[src/hdl/cfir_pkg.sv]
// Shared types, widths and helpers for the causal FIR filter.
// No dependencies; imported by every module of the filter.
package cfir_pkg;

    localparam int SAMPLE_W     = 16;
    localparam int COEFF_W      = 16;
    localparam int MAX_TAPS     = 8;
    localparam int TAPS_DEFAULT = 8;
    localparam int FRAC_BITS    = 14;
    localparam int PROD_W       = SAMPLE_W + COEFF_W;
    localparam int SUM_W        = PROD_W + $clog2(MAX_TAPS);
    localparam int CFG_IDX_W    = $clog2(MAX_TAPS);
    localparam int TDATA_W      = ((SAMPLE_W + 7) / 8) * 8;

    localparam logic signed [COEFF_W-1:0] COEFF_UNITY = COEFF_W'(1 << FRAC_BITS);
    localparam logic signed [COEFF_W-1:0] COEFF_ZERO  = '0;

    // One configuration write as seen by every cell
    typedef struct packed {
        logic                 we;
        logic [CFG_IDX_W-1:0] index;
        logic [COEFF_W-1:0]   data;
    } cfg_wr_t;

    // Shift control for the tap delay line
    typedef struct packed {
        logic load;   // a beat is accepted: shift and form products
        logic clear;  // the beat ends a signal: zero the history
    } shift_ctl_t;

    // Add one half LSB, floor-shift by FRAC_BITS, saturate to a sample
    function automatic logic signed [SAMPLE_W-1:0] round_sat(
        input logic signed [SUM_W-1:0] sum
    );
        logic [SUM_W:0]            rnd;
        logic [SUM_W-FRAC_BITS:0]  q;
        logic                      fits;
        rnd  = {sum[SUM_W-1], sum} + (SUM_W+1)'(1 << (FRAC_BITS - 1));
        q    = rnd[SUM_W:FRAC_BITS];
        fits = (&q[SUM_W-FRAC_BITS:SAMPLE_W-1]) | ~(|q[SUM_W-FRAC_BITS:SAMPLE_W-1]);
        if (fits) begin
            return q[SAMPLE_W-1:0];
        end else if (q[SUM_W-FRAC_BITS]) begin
            return {1'b1, {(SAMPLE_W-1){1'b0}}};
        end else begin
            return {1'b0, {(SAMPLE_W-1){1'b1}}};
        end
    endfunction

endpackage

[src/hdl/cfir_cell.sv]
// One tap of the FIR delay line: coefficient, history sample and product register.
// Depends on cfir_pkg.
module cfir_cell
    import cfir_pkg::*;
#(
    parameter int                         IDX         = 0,
    parameter logic signed [COEFF_W-1:0]  COEFF_RESET = COEFF_ZERO
) (
    input  logic                        aclk,
    input  logic                        aresetn,
    input  cfg_wr_t                     cfg,
    input  shift_ctl_t                  ctl,
    input  logic signed [SAMPLE_W-1:0]  tap_in,
    output logic signed [SAMPLE_W-1:0]  tap_out,
    output logic signed [PROD_W-1:0]    prod_out
);

    logic signed [COEFF_W-1:0]  coeff_reg;
    logic signed [SAMPLE_W-1:0] hist_reg;
    logic signed [SAMPLE_W-1:0] hist_next;
    logic signed [PROD_W-1:0]   prod_reg;
    logic signed [PROD_W-1:0]   prod_next;

    // drop the history at the end of a signal, else pass the sample on
    assign hist_next = ctl.clear ? '0 : tap_in;
    assign prod_next = PROD_W'(tap_in * coeff_reg);

    always_ff @(posedge aclk) begin
        if (!aresetn) begin
            coeff_reg <= COEFF_RESET;
            hist_reg  <= '0;
        end else begin
            if (cfg.we && cfg.index == CFG_IDX_W'(IDX)) begin
                coeff_reg <= cfg.data;
            end
            if (ctl.load) begin
                hist_reg <= hist_next;
            end
        end
    end

    always_ff @(posedge aclk) begin
        if (ctl.load) begin
            prod_reg <= prod_next;
        end
    end

    assign tap_out  = hist_reg;
    assign prod_out = prod_reg;

endmodule

[config.mk]
export PLATFORM = sky130hd
export DESIGN_NAME = cfir_cell
export DESIGN_NICKNAME = d
export VERILOG_FILES = /design/src/hdl/cfir_pkg.sv /design/src/hdl/cfir_cell.sv
export SDC_FILE = /design/constraint.sdc
export NUM_CORES = 1
export LEC_CHECK = 0
export BUFFER_PORTS_ARGS = -buffer_cell sky130_fd_sc_hd__buf_2
export CORE_MARGIN = 3
export CORE_UTILIZATION = 40
export CTS_BUF_LIST = sky130_fd_sc_hd__clkbuf_4 sky130_fd_sc_hd__clkbuf_8
export CTS_CLUSTER_DIAMETER = 100
export CTS_CLUSTER_SIZE = 24
export DETAILED_ROUTE_END_ITERATION = 12
export RECOVER_POWER = 50
export SLEW_MARGIN = 20
export SYNTH_ARGS = -nofsm -noshare
export SYNTH_HDL_FRONTEND = slang
export SYNTH_SLANG_ARGS = --single-unit
export TNS_END_PERCENT = 10
[constraint.sdc]
create_clock -name aclk -period 5.9 [get_ports aclk]
set_input_delay 0.59 -clock aclk [delete_from_list [all_inputs] [get_ports aclk]]
set_output_delay 0.59 -clock aclk [all_outputs]
set_load 0.01 [all_outputs]
==> results of run 1 <==
## Yosys cell counts (2+ instances only)
cell / count
a211oi_1: 3
a21boi_0: 16
a21o_1: 13
a21oi_1: 21
a31o_2: 2
a31oi_1: 2
and2_1: 139
and3_1: 3
clkbuf_1: 49
dfxtp_1: 32
edfxtp_1: 32
fa_1: 262
ha_1: 82
inv_1: 307
mux2i_1: 3
nand2_1: 181
nand2b_1: 3
nand3_1: 7
nand4_1: 3
nor2_1: 33
nor2b_1: 4
nor3_1: 3
o211ai_1: 4
o21a_1: 5
o21ai_0: 8
o21ai_1: 2
o21bai_1: 2
o22ai_1: 18
or3_1: 2
xnor2_1: 24
xor2_1: 9
## how the worst max path moves through the flow
stage / cells past startpoint / startpoint / end
CTS: 17 / coeff_reg[3] / prod_out[31]
global route: 22 / coeff_reg[9] / prod_out[26]
detailed placement: 20 / tap_in[8] / prod_out[26]
floorplan: 22 / tap_in[15] / prod_out[28]
finish: 20 / tap_in[8] / prod_out[26]
global placement: 20 / tap_in[8] / prod_out[26]
## layout make-up
class / count / area (um^2)
clock buffer: 9 / 124
clock inverter: 7 / 101
multi-input combinational: 871 / 9380
inverter: 307 / 1150
tap: 390 / 488
timing repair buffer: 228 / 1470
sequential: 64 / 1620
fill: 2877 / 15500
## layer usage
layer | part of all wire [%] | track usage (%)
met3 | 2.5 | 2.24
met4 | 1.4 | 3.68
met2 | 55 | 33.5
met1 | 41 | 23.4
met5 | 0 | 0
## critical path, stage by stage
cell and delay (ps):
buf_2 270, nand2_1 130, fa_1 540, inv_1 50, fa_1 490, fa_1 600, fa_1 440, fa_1 490
inv_1 50, fa_1 470, inv_1 40, ha_1 320, nand3_1 130, nor2_2 140, o2111ai_4 170, a2111oi_4 470
o21ai_2 100, buf_4 140, a21oi_1 140, a31oi_1 60
## per-stage QoR
step,util (%),TNS [ps]
global route,48.1,-217
floorplan,-,-118
CTS,47.9,0
global placement,47.1,-2450
detailed placement,47.1,-3340
finish,48.1,0
## cell families (layout without fill, tap and decap cells)
| kind of cell | after synthesis | count (layout) |
|---|---|---|
| xor+xnor | 33 | 33 |
| mux | 3 | 3 |
| fa+ha+maj | 344 | 344 |
| compound gates | 110 | 110 |
| buf+inv | 357 | 551 |
| simple gates | 381 | 381 |
| flops | 64 | 64 |
## power by group through the flow
stage	sequential, W	combinational, W	clock, W
after detailed placement	0.000536	0.000593	0
after global routing	0.000530	0.000664	0.000514
after CTS	0.000526	0.000597	0.000498
after global placement	0.000536	0.000584	0
final	0.000526	0.000587	0.000475
after floorplan	0.000549	0.000328	0
## repair_timing
| item | CTS | global route |
|---|---|---|
| setup endpoints to repair | 4 | 16 |
| pin swaps | 0 | 5 |
| gates resized for setup | 5 | 27 |
==> results.md, run 1 <==
* Synthesis-to-layout area growth at 17.7%
* H-tree depth at 3
* Synth top area cells: fa_1 43%, inv_1 9.5%, ha_1 8.4%, edfxtp_1 7.9%, and2_1 7.1%
* Clock skew at 19.9 ps
* Placed Area at 0.0140 mm^2
* Syn_nets at 1,676
* Crit path arrival time at 5850 ps
* DPL Wire Length at 24.6 mm
* Num rows at 63
* Vias per cell at 4.82
* Largest net degree at the start of global routing at 45
* CTS Buf Count at 9
* Placer Congestion at 0.855
* Post-synth EDFFs at 32
* Worst-Margin Slew at 1190 ps
* Clock sinks at 64
* Most frequent cells in the layout: 307 x inv_1, 259 x fa_1, 181 x nand2_1, 139 x and2_1, 137 x buf_4
* Slew headroom at 20.5%
* Antenna diodes at 0
* CTS Hold Bufs at 0
* Core ar. at 0.0298 mm^2
* DR WL/cell at 15.4 um
* Yosys top cell by area: fa_1
* Worst r2r path cells at 22
* Mapped Avg Cell Area at 9.43 um^2
* Yosys cell types at 49
* Initial Util at 40.9%
* Share of the synthesized area in the top cell type at 43.1%
* Critical Setup Path Class: primary input to flip-flop
* Hold Path Cell Cnt at 3
* Warnings, synthesis at 0
* Setup WS post-layout at 167 ps
* Clock power share at 29.9%
* Grt ovf at 0
* Design area at 0.0143 mm^2
* Reg2reg end: prod_out[26]
* Largest register FFs at 32
* Fmax at 0.174 GHz
* IO Pins at 88
* Compound-Gate Fraction of Synth Area at 6.56%
* Min-delay src: cfg[8]
* Fin cells at 1,876
* Worst-path clk slew at 90 ps
* Sw frac at 36.2%
* Setup violations, final at 0
* Mapped Cells at 1,292
* Hold WS at 452 ps
* Sequential power share at 33.1%
* Combinational share of power at 37.0%
* Tot GR Track Use at 18.3%
* Tmin final at 5730 ps
* Main combinational cell family by area after synthesis: adder cells
* DRT Pass-1 Iters at 5
* Worst slack, placed at -401 ps
* Number of global-route vias before repair at 9,607
* Post-Synth Simple-Gate Area at 15.2%
* Mux share of post-synthesis cell area at 0.247%
* Post-route ant nets at 0
* Die area at 0.0326 mm^2
* Post-synthesis async set-or-reset flop share at 0%
* Final slew viol count at 0
* Max VDD drop at 0.0000842 V
* Post-synthesis cell area at 0.0122 mm^2
* Startpoint types: primary input
* Synth Register Bits at 64
* Critical Path RT at 6020 ps
* Clk root buf: clkbuf_8
* Seq/Total Area, Yosys at 13.2%
* Commonest non-fill, non-tap cell in the layout: inv_1
* Worst hold path endpoint: coeff_reg[8]
* Width of the chip at 180 um
* IO Port Bufs at 87
* Vias at 9,048
* Reg-to-Reg Start: coeff_reg[9]
* Final Power at 0.00159 W
* Max FO, Critical Path at 13
* Worst skew pair latency at 380 ps
* FF-to-FF setup slack at 170 ps
* Final hold violation count at 0
* First-pass GRT wire length at 48.2 mm
* Dpl cells at 1,860
* First DRT Iteration DRCs at 425
* Synth Area in Adders at 51.5%
* Initial antenna violation count at 0
* Post CTS Setup Buffer Count at 0
* Element type at the critical path end: flip-flop
* Total Wirelength at 28.9 mm
* Status: complete, no violations
* Worst-case clock buffer depth at 2
* Top_reg_cell synth: edfxtp_1
* Sw Pwr at 0.000575 W
* Fraction of layout cells with a size suffix above 1 at 16.1%
* RSZ-0062 raised after global routing: yes
* Static leakage at 7.33 nW
* Max-cap violation count at 0
* Die H at 180 um
* Pint at 0.00101 W
* Remaining DRCs at 0
* Final net count at 1,865
* CTS tree: built
* Hold Path Class: primary input to flip-flop
* Pwr Density at 111 mW/mm^2
* Period utilisation layout at 97.2%
* Xor-xnor portion of the synthesized cell area at 2.37%
(Power assumes the default switching activity.)
==> inputs of run 2 (changes only) <==
--- a/config.mk
+++ b/config.mk
@@ -5,6 +5,7 @@
 export SDC_FILE = /design/constraint.sdc
 export NUM_CORES = 1
 export LEC_CHECK = 0
+export ABC_AREA = 1
 export BUFFER_PORTS_ARGS = -buffer_cell sky130_fd_sc_hd__buf_2
 export CORE_MARGIN = 3
 export CORE_UTILIZATION = 40
==> run 2 against run 1 <==
Net effect: the flow now finishes with violations (max-capacitance violations, max-slew violations); utilization down 2.5 points; power rose by 31%; wire length up 9.3%; cell area down 1.2%; synthesized cell count rose by 24%; combinational power up 74%; fmax is 1.8% higher; die area up 4.9%; sequential share of layout area is essentially flat; final cell count rose by 11%; critical path type is now flip-flop to flip-flop; largest power group unchanged; highest routed layer unchanged.
==> results.md, run 2 <==
* DPL Wire Length at 26.3 mm (was 24.6 mm)
* Max FO, Critical Path at 10 (was 13)
* Antenna diodes at 0 (unchanged)
* Die H at 185 um (was 180 um)
* Count leader, synth: inv_1 (unchanged)
* Setup WS post-layout at 266 ps (was 167 ps)
* Worst path slowest cell: fa_1 (unchanged)
* Startpoint types: flip-flop (was primary input)
* Tot GR Track Use at 19.9% (was 18.3%)
* Worst path most repeated cell: fa_1 (unchanged)
* Clk root buf: clkbuf_8 (unchanged)
* Initial antenna violation count at 0 (unchanged)
* Worst-Margin Slew at 3070 ps (was 1190 ps)
* Number of global-route vias before repair at 10.8k (was 9,607)
* Final Core Density at 45.6% (was 48.1%)
* Remaining DRCs at 0 (unchanged)
* Grt ovf at 0 (unchanged)
* Max-cap violation count at 1 (was 0)
* Final net count at 2,070 (was 1,865)
* Status: complete, but fails checks (was complete, no violations)
* Largest delay share family, worst path: adder cells (unchanged)
* Final hold violation count at 0 (unchanged)
* RSZ-0062 raised after global routing: no (was yes)
* Initial Util at 41.2% (was 40.9%)
* Worst slack, placed at -65.4 ps (was -401 ps)
* Crit path arrival time at 5790 ps (was 5850 ps)
* CTS tree: built (unchanged)
* Mapped Avg Cell Area at 8.01 um^2 (was 9.43 um^2)
* H-tree depth at 3 (unchanged)
* Total Wirelength at 31.6 mm (was 28.9 mm)
* Synth Register Bits at 64 (unchanged)
* Violated checks: max-capacitance violations, max-slew violations
* Slew headroom at -104% (was 20.5%)
* Width of the chip at 185 um (was 180 um)
* Mapped Cells at 1,597 (was 1,292)
* Largest register FFs at 32 (unchanged)
* Worst-path clk slew at 80 ps (was 90 ps)
* Static leakage at 8.37 nW (was 7.33 nW)
* IO Pins at 88 (unchanged)
* Synth top area cells: fa_1 41%, inv_1 13%, nand2_1 11%, ha_1 8.0%, edfxtp_1 7.5% (was fa_1 43%, inv_1 9.5%, ha_1 8.4%, edfxtp_1 7.9%, and2_1 7.1%)
* Placer Congestion at 0.915 (was 0.855)
* Syn_nets at 1,981 (was 1,676)
* Commonest non-fill, non-tap cell in the layout: inv_1 (unchanged)
* Worst-case clock buffer depth at 2 (unchanged)
* Clock skew at 9.52 ps (was 19.9 ps)
* Max VDD drop at 0.0000732 V (was 0.0000842 V)
* Fraction of layout cells with a size suffix above 1 at 10.6% (was 16.1%)
* DR WL/cell at 15.1 um (was 15.4 um)
* Pwr Density at 146 mW/mm^2 (was 111 mW/mm^2)
* First DRT Iteration DRCs at 531 (was 425)
* Yosys top cell by area: fa_1 (unchanged)
* Num rows at 64 (was 63)
* Share of the synthesized area in the top cell type at 41.0% (was 43.1%)
* Element type at the critical path end: flip-flop (unchanged)
* Post-synthesis async set-or-reset flop share at 0% (unchanged)
* Synthesis-to-layout area growth at 10.7% (was 17.7%)
* Seq/Total Area, Yosys at 12.5% (was 13.2%)
* Setup violations, final at 0 (unchanged)
* Critical path buffer and inverter count at 5 (unchanged)
* Fmax at 0.177 GHz (was 0.174 GHz)
* Post-route ant nets at 0 (unchanged)
* Largest net degree at the start of global routing at 65 (was 45)
* Critical Setup Path Class: flip-flop to flip-flop (was primary input to flip-flop)
* Yosys cell types at 29 (was 49)
* CP cell instances: buf_4, nand2_1, fa_1, inv_1, fa_1, fa_1, fa_1, fa_1, inv_1, fa_1, inv_1, ha_1, nand2_1, inv_2, nand2_1, nor2_4, nand4_1, nand3_1, xor2_1 (was buf_2, nand2_1, fa_1, inv_1, fa_1, fa_1, fa_1, fa_1, inv_1, fa_1, inv_1, ha_1, nand3_1, nor2_2, o2111ai_4, a2111oi_4, o21ai_2, buf_4, a21oi_1, a31oi_1)
* Period utilisation layout at 95.5% (was 97.2%)
* Vias per cell at 4.81 (was 4.82)
* Hold Path Class: primary input to flip-flop (unchanged)
* Most frequent cells in the layout: 453 x inv_1, 386 x nand2_1, 262 x fa_1, 82 x ha_1, 69 x nor2_1 (was 307 x inv_1, 259 x fa_1, 181 x nand2_1, 139 x and2_1, 137 x buf_4)
* Top_reg_cell synth: edfxtp_1 (unchanged)
* Post-synth EDFFs at 32 (unchanged)
* Warnings, synthesis at 0 (unchanged)
* Final slew viol count at 65 (was 0)
* Core ar. at 0.0311 mm^2 (was 0.0298 mm^2)
* CTS Hold Bufs at 0 (unchanged)
* Die area at 0.0342 mm^2 (was 0.0326 mm^2)
* First-pass GRT wire length at 53.7 mm (was 48.2 mm)
* DRT Pass-1 Iters at 5 (unchanged)
* Vias at 10.0k (was 9,048)
* CP peak stage delay at 590 ps (was 600 ps)
* Clock sinks at 64 (unchanged)
* CTS Buf Count at 9 (unchanged)
* Fill cells at 3,174 (was 2,877)
* Commonest cells post-synth: 453 x inv_1, 386 x nand2_1, 262 x fa_1 (was 307 x inv_1, 262 x fa_1, 181 x nand2_1)
* IO Port Bufs at 87 (unchanged)
* Post-synthesis cell area at 0.0128 mm^2 (was 0.0122 mm^2)
* Tmin final at 5630 ps (was 5730 ps)
* Worst skew pair latency at 370 ps (was 380 ps)
* Critical Path RT at 6060 ps (was 6020 ps)
[run 2: path summary, 6_finish.rpt]
path                start      endpoint  slack, ps  cells after the start
min reg2reg    tap_out[6]    tap_out[6]        530                      2
max reg2reg  coeff_reg[8]  prod_out[21]        270                     19
min                cfg[0]  coeff_reg[0]        440                      3
max          coeff_reg[8]  prod_out[21]        270                     19
[run 2: cell families after synthesis]
logic type | Yosys count | synth area share (%)
AO/OA/AOI/OAI | 95 | 3.91
XOR/XNOR | 27 | 1.85
adder cells (fa/ha/maj) | 344 | 49.0
buffers and inverters | 530 | 15.6
flip-flops | 64 | 12.5
AND/OR/NAND/NOR | 537 | 17.1
[run 2: repair_timing]
item                       in CTS  in global routing
gates resized for setup         0                  7
setup endpoints to repair       0                 14
buffers inserted                0                  0
[run 2: power by group]
group          internal [W]  switching, W
Combinational      0.000398      0.000626
Clock              0.000270      0.000198
Sequential         0.000552     0.0000276
Total               0.00122      0.000852
[run 2: cell type report]
class	instances	area, um^2	area share (%)
tap	396	495	3.50
timing repair buffer	151	913	6.45
multi-input combinational	1003	9200	65.0
clock inverter	3	65.1	0.459
sequential	64	1610	11.4
clock buffer	13	166	1.17
inverter	457	1720	12.1
[run 2: worst reg2reg max path, delay by kind of cell, from the launching register on]
kind / cells / cell delay [ps]
DFF: 1 / 540
adders and majority gates: 7 / 3380
buffers and inverters: 5 / 490
and+or+nand+nor: 6 / 730
xor gates and xnor gates: 1 / 290
[run 2: metal layers]
metal | global-route usage, % | up-vias | wire length, um | share of wire [%]
met5 | 0 | - | 0 | 0
met4 | 5.55 | 0 | 743 | 2.4
met3 | 2.14 | 49 | 1390 | 4.4
met2 | 35.6 | 226 | 16100 | 51
met1 | 25.6 | 5024 | 13300 | 42
li1 | - | 4749 | - | -
[run 2: metrics by stage]
stage               hold slack [ps]  std cells  cell area, um^2  TNS [ps]  total power [W]
finish                          442       2087            14200         0          0.00207
global route                    450       2087            14200         0          0.00226
CTS                             428       2087            14200         0          0.00211
detailed placement              514       2071            14000      -270          0.00163
global placement                501       2071            14000      -206          0.00162
floorplan                       484       1597            12800         0          0.00126
