**config.mk**
```make
export PLATFORM = sky130hd
export DESIGN_NAME = cfir_sum
export DESIGN_NICKNAME = d
export VERILOG_FILES = /design/src/hdl/cfir_pkg.sv /design/src/hdl/cfir_sum.sv
export SDC_FILE = /design/constraint.sdc
export NUM_CORES = 1
export LEC_CHECK = 0
export BUFFER_PORTS_ARGS = -buffer_cell sky130_fd_sc_hd__buf_2
export CAP_MARGIN = 15
export CORE_AREA = 5 5 152 300
export CTS_CLUSTER_DIAMETER = 200
export DETAILED_ROUTE_END_ITERATION = 12
export DIE_AREA = 0 0 157 305
export GPL_ROUTABILITY_DRIVEN = 0
export HOLD_SLACK_MARGIN = 0.06
export PLACE_DENSITY_LB_ADDON = 0.2
export SLEW_MARGIN = 10
export SYNTH_ARGS = -nofsm -noshare
export SYNTH_HDL_FRONTEND = slang
export SYNTH_SLANG_ARGS = --single-unit
```
**constraint.sdc**
```tcl
create_clock -name aclk -period 21.5 [get_ports aclk]
set_input_delay 2.15 -clock aclk [delete_from_list [all_inputs] [get_ports aclk]]
set_output_delay 2.15 -clock aclk [all_outputs]
set_load 0.05 [all_outputs]
```
**src/hdl/cfir_pkg.sv**
```systemverilog
// Shared types, widths and helpers for the causal FIR filter.
// No dependencies; imported by every module of the filter.
package cfir_pkg;

    localparam int SAMPLE_W     = 16;
    localparam int COEFF_W      = 16;
    localparam int MAX_TAPS     = 8;
    localparam int TAPS_DEFAULT = 8;
    localparam int FRAC_BITS    = 14;
    localparam int PROD_W       = SAMPLE_W + COEFF_W;
    localparam int SUM_W        = PROD_W + $clog2(MAX_TAPS);
    localparam int CFG_IDX_W    = $clog2(MAX_TAPS);
    localparam int TDATA_W      = ((SAMPLE_W + 7) / 8) * 8;

    localparam logic signed [COEFF_W-1:0] COEFF_UNITY = COEFF_W'(1 << FRAC_BITS);
    localparam logic signed [COEFF_W-1:0] COEFF_ZERO  = '0;

    // One configuration write as seen by every cell
    typedef struct packed {
        logic                 we;
        logic [CFG_IDX_W-1:0] index;
        logic [COEFF_W-1:0]   data;
    } cfg_wr_t;

    // Shift control for the tap delay line
    typedef struct packed {
        logic load;   // a beat is accepted: shift and form products
        logic clear;  // the beat ends a signal: zero the history
    } shift_ctl_t;

    // Add one half LSB, floor-shift by FRAC_BITS, saturate to a sample
    function automatic logic signed [SAMPLE_W-1:0] round_sat(
        input logic signed [SUM_W-1:0] sum
    );
        logic [SUM_W:0]            rnd;
        logic [SUM_W-FRAC_BITS:0]  q;
        logic                      fits;
        rnd  = {sum[SUM_W-1], sum} + (SUM_W+1)'(1 << (FRAC_BITS - 1));
        q    = rnd[SUM_W:FRAC_BITS];
        fits = (&q[SUM_W-FRAC_BITS:SAMPLE_W-1]) | ~(|q[SUM_W-FRAC_BITS:SAMPLE_W-1]);
        if (fits) begin
            return q[SAMPLE_W-1:0];
        end else if (q[SUM_W-FRAC_BITS]) begin
            return {1'b1, {(SAMPLE_W-1){1'b0}}};
        end else begin
            return {1'b0, {(SAMPLE_W-1){1'b1}}};
        end
    endfunction

endpackage

```
**src/hdl/cfir_sum.sv**
```systemverilog
// Registered adder tree with rounding/saturation and the output register.
// Depends on cfir_pkg.
module cfir_sum
    import cfir_pkg::*;
(
    input  logic                        aclk,
    input  logic                        aresetn,
    input  logic signed [PROD_W-1:0]    prod [MAX_TAPS],
    input  logic                        in_valid,
    input  logic                        in_last,
    output logic                        in_ready,
    output logic signed [SAMPLE_W-1:0]  out_data,
    output logic                        out_last,
    output logic                        out_valid,
    input  logic                        out_ready
);

    localparam int A_N = MAX_TAPS / 2;
    localparam int B_N = MAX_TAPS / 4;

    logic signed [PROD_W:0]   a_reg [A_N];
    logic signed [PROD_W+1:0] b_reg [B_N];
    logic signed [SUM_W-1:0]  c_reg;
    logic signed [SAMPLE_W-1:0] d_reg;
    logic [3:0] vld_reg, vld_next;
    logic [3:0] lst_reg;
    logic [3:0] rdy;

    // a stage takes a beat when it is empty or its successor moves
    assign rdy[3] = !vld_reg[3] || out_ready;
    assign rdy[2] = !vld_reg[2] || rdy[3];
    assign rdy[1] = !vld_reg[1] || rdy[2];
    assign rdy[0] = !vld_reg[0] || rdy[1];

    always_comb begin
        vld_next[0] = rdy[0] ? in_valid   : vld_reg[0];
        vld_next[1] = rdy[1] ? vld_reg[0] : vld_reg[1];
        vld_next[2] = rdy[2] ? vld_reg[1] : vld_reg[2];
        vld_next[3] = rdy[3] ? vld_reg[2] : vld_reg[3];
    end

    always_ff @(posedge aclk) begin
        if (!aresetn) begin
            vld_reg <= '0;
        end else begin
            vld_reg <= vld_next;
        end
    end

    always_ff @(posedge aclk) begin
        if (rdy[0] && in_valid) begin
            for (int i = 0; i < A_N; i++) begin
                a_reg[i] <= (PROD_W+1)'(prod[2*i]) + (PROD_W+1)'(prod[2*i+1]);
            end
            lst_reg[0] <= in_last;
        end
        if (rdy[1] && vld_reg[0]) begin
            for (int i = 0; i < B_N; i++) begin
                b_reg[i] <= (PROD_W+2)'(a_reg[2*i]) + (PROD_W+2)'(a_reg[2*i+1]);
            end
            lst_reg[1] <= lst_reg[0];
        end
        if (rdy[2] && vld_reg[1]) begin
            c_reg      <= SUM_W'(b_reg[0]) + SUM_W'(b_reg[1]);
            lst_reg[2] <= lst_reg[1];
        end
        if (rdy[3] && vld_reg[2]) begin
            d_reg      <= round_sat(c_reg);
            lst_reg[3] <= lst_reg[2];
        end
    end

    assign in_ready  = rdy[0];
    assign out_valid = vld_reg[3];
    assign out_data  = d_reg;
    assign out_last  = lst_reg[3];

endmodule

```
==> flow_summary.toml, run 1 <==
[floorplan]
die_y_um = 305
ioPinCount = 280
start_util_pct = 44.3
die_w_um = 157
core_area_um2 = 43100
dieArea_um2 = 47900
fp-row-count = 108

[placement]
dp_slack_ps = 16090
hpwl_um = 37200
port_buffers = 279

[yosys]
synth_area_leaders = "edfxtp_1, ha_1, xnor2_1, a21oi_1, a21o_1"
syn_area_um2 = 19100
ys_seq_elements = 246
yosysSeqAreaShare_pct = 38.5
ys_types = 80
synth_nets = 2393
synth_edf_count = 242
synth_top_area_cell = "edfxtp_1"
synth.most_common_cell = "edfxtp_1"
syn_inst = 1898
yosysWarnings = 0
ys.flop_type = "edfxtp_1"
synthTopCellsByCount = "edfxtp_1, ha_1, a21oi_1"
avgSynthCellArea_um2 = 10.1
synth_top_area_share_pct = 38.1
synth_async_sr_flop_share_pct = 0

[detailed_routing]
routed_wl_um = 45100
wl_per_cell_um = 16.4
vias_per_cell = 5.48
drt_iter0_drc = 671
dr.pass1.iters = 6
drtAntennaViolNets = 0
vias = 15100
drc = 0

[sta]
max_slew.worst_pin.slew_ps = 1070
slew_viol_final = 0
fin_setup_tns_ps = 0
fmax_mhz = 185
finalHoldViolations = 0
setup_slack_ps = 16090
finalCritPeriodShare_pct = 25.2
skew_ps = 16.3
finalSetupViolCount = 0
grt_setup_unrepaired = "no"
slew_headroom_pct = 28.5
fin_crit_ps = 5410

[finish]
n_antenna_cell = 0
fillers = 4059
area_growth_pct = 14.8
largest_register_ffs = 132
nets = 2673
drive_above_1_share_pct = 16.0

[worst_hold_path]
min-delay-path-class = "reg -> reg"

[pwr]
finalPower_mw = 1.84
power_density_nw_per_um2 = 83.8
ir_worst_vdd_v = 0.0000508
cellLeakagePower_nw = 9.50

[worst_setup_path]
cp_max_fo = 6
path_class = "in -> out"
worst-endpoint-arrival_ps = 3260
critical_path_required_ps = 19350
cp-start-kind = "input port"
cp-end-kind = "primary output"

[clock_network]
cts_hold_buf = 0
cts-root-buf = "clkbuf_16"
cts.clk_slew.worst_paths_ps = 70
cts.htree.levels = 1
post-cts-setup-buffers = 0
cts_max_path_buffers = 3
numCtsBuffers = 25
clock_sinks = 246
clk_latency_ps = 540
cts_tree = "yes"
cts_resized = 0

[grt]
overflow = 0
grt_antenna_before_repair = 0
first_global_vias = 15100
grt_pass1_wl_um = 73100
track_usage_pct = 18.5
grt_max_degree = 84

[run_status]
status = "completed"

[job]
drv_cap = 0
[per-layer routing]
metal	GRT usage [%]	part of all wire [%]	up-vias
li1	-	-	7767
met1	22.4	42	6853
met2	33.7	50	382
met3	2.00	4.7	63
met4	5.84	3.4	0
met5	0	0	-
[path summary, 6_finish.rpt]
kind / cells past startpoint / from / end / slack [ps]
min reg2reg: 0 / lst_reg[2] / lst_reg[3] / 430
max reg2reg: 12 / a_reg[0][0] / b_reg[0][26] / 18020
min: 0 / lst_reg[2] / lst_reg[3] / 430
max: 5 / out_ready / in_ready / 16090
[where the power goes]
part	internal, mW	switching [mW]	leakage (nW)
logic	0.315	0.413	6.76
registers	0.648	0.0331	2.35
clock network	0.237	0.190	0.391
[metrics by stage]
step | std cells | cell area, um2 | util (%) | hold WS (ps)
2_1_floorplan | 1898 | 19100 | - | 400
3_3_place_gp | 2701 | 21100 | 49.0 | 404
3_5_place_dp | 2701 | 21100 | 49.0 | 406
4_1_cts | 2747 | 21900 | 50.8 | 428
5_1_grt | 2747 | 21900 | 50.8 | 438
6_report | 2747 | 21900 | 50.8 | 425
[worst max-delay path, stage by stage]
cell and delay, ps:
buf_2 100, nor2b_1 180, and2_0 450, nand3_1 140
buf_2 230
[layout make-up]
type,count,area [um2],share of cell area (%)
Multi-Input combinational cell,1552,11400,52.0
Clock buffer,32,672,3.07
Tap cell,550,688,3.14
Timing Repair Buffer,283,1430,6.51
Clock inverter,14,123,0.560
Sequential cell,246,7350,33.5
Inverter,70,263,1.20
[cell usage in the layout (no fill, tap or decap), drive strengths merged, types with 22 or more instances in the layout]
cell	n
o21bai	46
nor2	116
nor3	29
xnor2	135
xor2	71
nand2	96
edfxtp	242
a21o	115
a31oi	28
and3	36
nand4	23
clkbuf	32
a21oi	194
nor2b	33
nand3	50
inv	75
o21a	29
buf	283
ha	228
nand2b	22
o21ai	118
[logic make-up after synthesis]
family	Yosys count	share of synthesized area [%]
AO/OA/AOI/OAI	644	22.1
AND/OR/NAND/NOR	467	12.4
flip-flops	246	38.5
adder cells (fa/ha/maj)	234	15.6
XOR/XNOR	206	9.45
buffers and inverters	100	1.98
multiplexers	1	0.0590
Power figures use the tool's default switching activity.
==> run 2: changes to the inputs <==
==> constraint.sdc (replaced) <==
create_clock -name aclk -period 4.91 [get_ports aclk]
set_input_delay 0.491 -clock aclk [delete_from_list [all_inputs] [get_ports aclk]]
set_output_delay 0.491 -clock aclk [all_outputs]
set_load 0.05 [all_outputs]
==> flow_summary.toml, run 2 (synthesized netlist as in run 1, its figures left out) <==
[worst_setup_path]
r2r_end = "b_reg[0][24]"
critical_path_required_ps = 5200
regToRegSetupSlack_ps = 1640
r2r_start = "a_reg[1][0]"
cp-end-kind = "flop"
worst-endpoint-arrival_ps = 3550
cp-start-kind = "flop"
ff2ff_path_depth = 12
cp_max_fo = 5
path_class = "reg -> reg"
cp-startpoint = "a_reg[1][0]"

[placement]
port_buffers = 279
hpwl_um = 37300
place_inst = 2700

[finish]
fin_cells = 2745
mostFrequentLayoutCells = "buf_2, edfxtp_1, ha_1, a21oi_1, xnor2_1"
layout_commonest_cell = "buf_2"
fillers = 3957
nets = 2672
post-route-util_pct = 51.0
multi_input_area_um2 = 11400
area_growth_pct = 15.1
regArea_um2 = 7350
n_antenna_cell = 0
largest_register_ffs = 132
drive_above_1_share_pct = 16.1

[detailed_routing]
drc = 0
vias_per_cell = 5.50
vias = 15100
routed_wl_um = 45700
wl_per_cell_um = 16.6
dr.pass1.iters = 5
drtAntennaViolNets = 0
drt_iter0_drc = 719

[sta]
finalHoldViolations = 0
fin_crit_ps = 3270
fin_setup_tns_ps = 0
skew_ps = 19.5
grt_setup_unrepaired = "no"
slew_viol_final = 0
finalCritPeriodShare_pct = 66.5
finalSetupViolCount = 0
slew_headroom_pct = 30.3
fmax_mhz = 306
max_slew.worst_pin.slew_ps = 1040

[grt]
grt_pass1_wl_um = 73100
track_usage_pct = 18.6
grt_max_degree = 134
grt_antenna_before_repair = 2
overflow = 0
first_global_vias = 14800

[floorplan]
start_util_pct = 44.3
fp-row-count = 108
die_w_um = 157
die_y_um = 305
ioPinCount = 280
dieArea_um2 = 47900
core_area_um2 = 43100

[clock_network]
post-cts-setup-buffers = 0
cts_hold_buf = 0
cts_resized = 0
cts.htree.levels = 1
cts.clk_slew.worst_paths_ps = 60
clk_latency_ps = 550
numCtsBuffers = 25
cts-root-buf = "clkbuf_16"
clock_sinks = 246
cts_max_path_buffers = 3
cts_tree = "yes"

[pwr]
p_clk_share_pct = 24.4
ir_worst_vdd_v = 0.000190
comb_power_share_pct = 39.0
p_sw_mw = 2.79
power_frac_seq_pct = 36.6
swShare_pct = 34.2
p_int_mw = 5.37
power_density_nw_per_um2 = 371
finalPower_mw = 8.16
cellLeakagePower_nw = 9.52

[worst_hold_path]
hold_path_end = "lst_reg[0]"
min-delay-path-class = "in -> reg"
hold_depth = 1
worstHoldStart = "in_last"

[job]
drv_cap = 0

[run_status]
status = "completed"
==> run 2: changes by cell type in the layout (fill, tap and decap cells not counted) <==
cell | previous run | this run
clkinvlp_4 | 1 | 3
clkinv_1 | 1 | 3
clkinv_4 | 2 | 3
buf_4 | 4 | 2
bufinv_16 | 1 | 4
inv_6 | 5 | 2
clkbuf_8 | 2 | 0
clkbuf_1 | 5 | 0
buf_12 | 0 | 1
clkinv_2 | 4 | 5
==> run 2: worst max-delay path, stage by stage (launching register included) <==
cell and delay (ps):
edfxtp_1 360, ha_1 240, inv_1 90, fa_1 210, nor2b_1 60, o21ai_0 230
a21boi_1 140, o31ai_1 320, a211oi_1 190, a221o_1 420, a31oi_1 380, o21ai_0 190
xor2_1 170
==> run 2: power by group through the flow <==
stage	clock network [mW]	logic (mW)	registers, mW
after floorplan	0	2.40	2.97
after global placement	0	3.16	3.03
after detailed placement	0	3.19	3.04
after CTS	2.05	3.20	2.99
after global routing	2.12	3.57	3.01
final	1.99	3.18	2.98
==> run 2: per-layer routing <==
layer | GRT usage, % | vias to the layer above | share of wire [%]
met5 | 0 | - | 0.028
met4 | 5.80 | 2 | 3.0
met3 | 1.97 | 69 | 4.6
met2 | 33.4 | 404 | 50
met1 | 23.1 | 6861 | 42
li1 | - | 7766 | -
==> run 2: worst max-delay path by stage <==
stage,end,cells past startpoint
floorplan,b_reg[0][0],3
global placement,a_reg[1][22],12
detailed placement,a_reg[1][22],12
CTS,b_reg[0][32],12
global route,b_reg[0][32],12
finish,b_reg[0][24],12
==> run 2: stage by stage <==
step,cell area (um2),setup slack [ps],hold slack [ps]
2_1_floorplan,19100,122,400
3_3_place_gp,21100,1380,402
3_5_place_dp,21100,1340,405
4_1_cts,22000,1670,114
5_1_grt,22000,1450,129
6_report,22000,1640,138
==> run 2: layout make-up <==
type | instances | share of cell area [%]
clock buffers | 25 | 2.85
inverters | 70 | 1.20
repair buffers | 282 | 6.52
clock inverters | 20 | 1.01
multi-input cells | 1552 | 51.8
flip-flops and latches | 246 | 33.4
well taps | 550 | 3.13
==> run 3: changes to the inputs <==
--- a/config.mk
+++ b/config.mk
@@ -5,12 +5,13 @@
 export SDC_FILE = /design/constraint.sdc
 export NUM_CORES = 1
 export LEC_CHECK = 0
+export ABC_AREA = 1
 export BUFFER_PORTS_ARGS = -buffer_cell sky130_fd_sc_hd__buf_2
 export CAP_MARGIN = 15
-export CORE_AREA = 5 5 152 300
+export CORE_AREA = 5 5 162 319
 export CTS_CLUSTER_DIAMETER = 200
 export DETAILED_ROUTE_END_ITERATION = 12
-export DIE_AREA = 0 0 157 305
+export DIE_AREA = 0 0 167 324
 export GPL_ROUTABILITY_DRIVEN = 0
 export HOLD_SLACK_MARGIN = 0.06
 export PLACE_DENSITY_LB_ADDON = 0.2
==> constraint.sdc (replaced) <==
create_clock -name aclk -period 3.25 [get_ports aclk]
set_input_delay 0.325 -clock aclk [delete_from_list [all_inputs] [get_ports aclk]]
set_output_delay 0.325 -clock aclk [all_outputs]
set_load 0.05 [all_outputs]
==> flow_summary.toml, run 3 <==
[yosys]
avgSynthCellArea_um2 = 7.40
synth_async_sr_flop_share_pct = 0
yosysSeqAreaShare_pct = 33.9
synth.most_common_cell = "nand2_1"
synth_nets = 3420
ys_types = 35
ys_seq_elements = 246
yosysWarnings = 0
synth_top_area_cell = "edfxtp_1"
synth_area_leaders = "edfxtp_1, nand2_1, ha_1, a21oi_1, nor2_1"
syn_area_um2 = 21600
synth_top_area_share_pct = 33.6
synthTopCellsByCount = "nand2_1, nor2_1, a21oi_1"
synth_edf_count = 242
ys.flop_type = "edfxtp_1"
syn_inst = 2925

[detailed_routing]
wl_met1_um = 22900
wl_per_cell_um = 17.7
dr.pass1.iters = 6
met2_length_um = 37500
routed_wl_um = 69000
vias_per_cell = 5.51
drtAntennaViolNets = 0
highest_layer = "met4"
drt_iter0_drc = 1318
vias = 21500
met3WireLength_um = 3060
drc = 0

[clock_network]
clk_latency_ps = 550
cts_tree = "yes"
clock_sinks = 246
cts.htree.levels = 1
cts.clk_slew.worst_paths_ps = 70
post-cts-setup-buffers = 0
cts_max_path_buffers = 3
cts_resized = 0
numCtsBuffers = 24
cts-root-buf = "clkbuf_16"

[sta]
finalHoldViolations = 0
fin_setup_tns_ps = 0
fin_crit_ps = 2590
grt_setup_unrepaired = "no"
finalCritPeriodShare_pct = 79.7
finalSetupViolCount = 0
fmax_mhz = 386
slew_viol_final = 0
max_slew.worst_pin.slew_ps = 849
whs_ps = 91.3
slew_headroom_pct = 43.3
skew_ps = 24.8

[floorplan]
core_area_um2 = 49100
fp-row-count = 115
die_w_um = 167
ioPinCount = 280
die_y_um = 324
dieArea_um2 = 54100
start_util_pct = 44.1

[finish]
regArea_um2 = 7350
multi_input_area_um2 = 13300
mostFrequentLayoutCells = "nand2_1, nor2_1, a21oi_1, buf_2, inv_1"
nets = 3736
drive_above_1_share_pct = 10.9
post-route-cell-area_um2 = 24900
layout_commonest_cell = "nand2_1"
n_antenna_cell = 0
largest_register_ffs = 132
fillers = 4856
area_growth_pct = 14.9

[grt]
grt_pass1_wl_um = 107000
grt_max_degree = 70
track_usage_pct = 24.5
grt_antenna_before_repair = 0
first_global_vias = 21500
overflow = 0

[worst_setup_path]
critical_path_required_ps = 3540
cp-end-kind = "flop"
path_class = "reg -> reg"
cp-start-kind = "flop"
cp_max_fo = 3
worst-endpoint-arrival_ps = 2880

[run_status]
status = "completed"

[placement]
place_area_um2 = 23900
port_buffers = 279
hpwl_um = 59000

[job]
drv_cap = 0

[worst_hold_path]
min-delay-path-class = "in -> reg"

[pwr]
cellLeakagePower_nw = 11.3
ir_worst_vdd_v = 0.000404
power_density_nw_per_um2 = 516
==> run 3: cell count changes after synthesis, moves of 36 or more <==
cell	before	now
nand2_1	96	842
nor2_1	116	361
inv_1	70	260
nand3_1	50	168
xnor2_1	135	23
a21o_1	115	11
a21oi_1	192	291
xor2_1	71	124
nor3_1	29	72
o21ai_0	110	146
==> run 3: power breakdown <==
group          switching [mW]  internal, mW  total (mW)
clock network            1.30          1.90        3.20
registers               0.234          4.18        4.41
logic                    3.47          1.75        5.22
total                    5.00          7.83        12.8
==> run 3: kinds of logic (layout without fill, tap and decap cells) <==
kind of cell | count (synthesis) | in the layout | share of synthesized area [%]
buffers and inverters | 263 | 597 | 4.65
flip-flops | 246 | 246 | 33.9
AO/OA/AOI/OAI | 522 | 522 | 13.0
adder cells (fa/ha/maj) | 234 | 234 | 13.7
AND/OR/NAND/NOR | 1513 | 1513 | 28.7
XOR/XNOR | 147 | 147 | 5.95
==> run 3: metal layers <==
metal / track usage [%] / up-vias
li1: - / 10600
met1: 22.8 / 9817
met2: 49.1 / 841
met3: 2.56 / 266
met4: 16.7 / 0
met5: 0 / -
==> run 3: final cells by class <==
class | instances | area share [%]
inverter | 261 | 3.94
clock buffer | 25 | 2.52
clock inverter | 19 | 1.10
timing repair buffer | 292 | 6.15
tap | 643 | 3.24
multi-input combinational | 2416 | 53.5
sequential | 246 | 29.6
==> run 3: timing repair <==
item                                    in CTS  in global routing
endpoints found under the hold margin        4                  0
endpoints found under the setup margin       0                  0
hold buffers                                 4                  0
==> run 3: path summary, 6_finish.rpt <==
kind               start      endpoint  slack, ps  cells after the start
max          a_reg[0][0]  b_reg[0][28]        660                      9
min reg2reg   lst_reg[1]    lst_reg[2]        420                      0
max reg2reg  a_reg[0][0]  b_reg[0][28]        660                      9
min             in_valid    vld_reg[0]         90                      3
==> run 3: worst max-delay path, cell delays in order (launching register included) <==
cell and delay [ps]:
edfxtp_1 340, ha_1 220, inv_1 70, fa_1 420, o21ai_1 320, a21oi_1 180, o21ai_0 440, nand3_1 160
nand3_1 120, nand2_1 60
==> run 3: per-stage QoR <==
step	worst slack [ps]	total power [mW]	utilization, %	std cells
floorplan	10.5	7.93	-	2925
global placement	716	9.56	48.7	3854
detailed placement	702	9.63	48.7	3854
CTS	688	12.8	50.7	3902
global route	507	13.6	50.7	3902
finish	660	12.8	50.7	3902
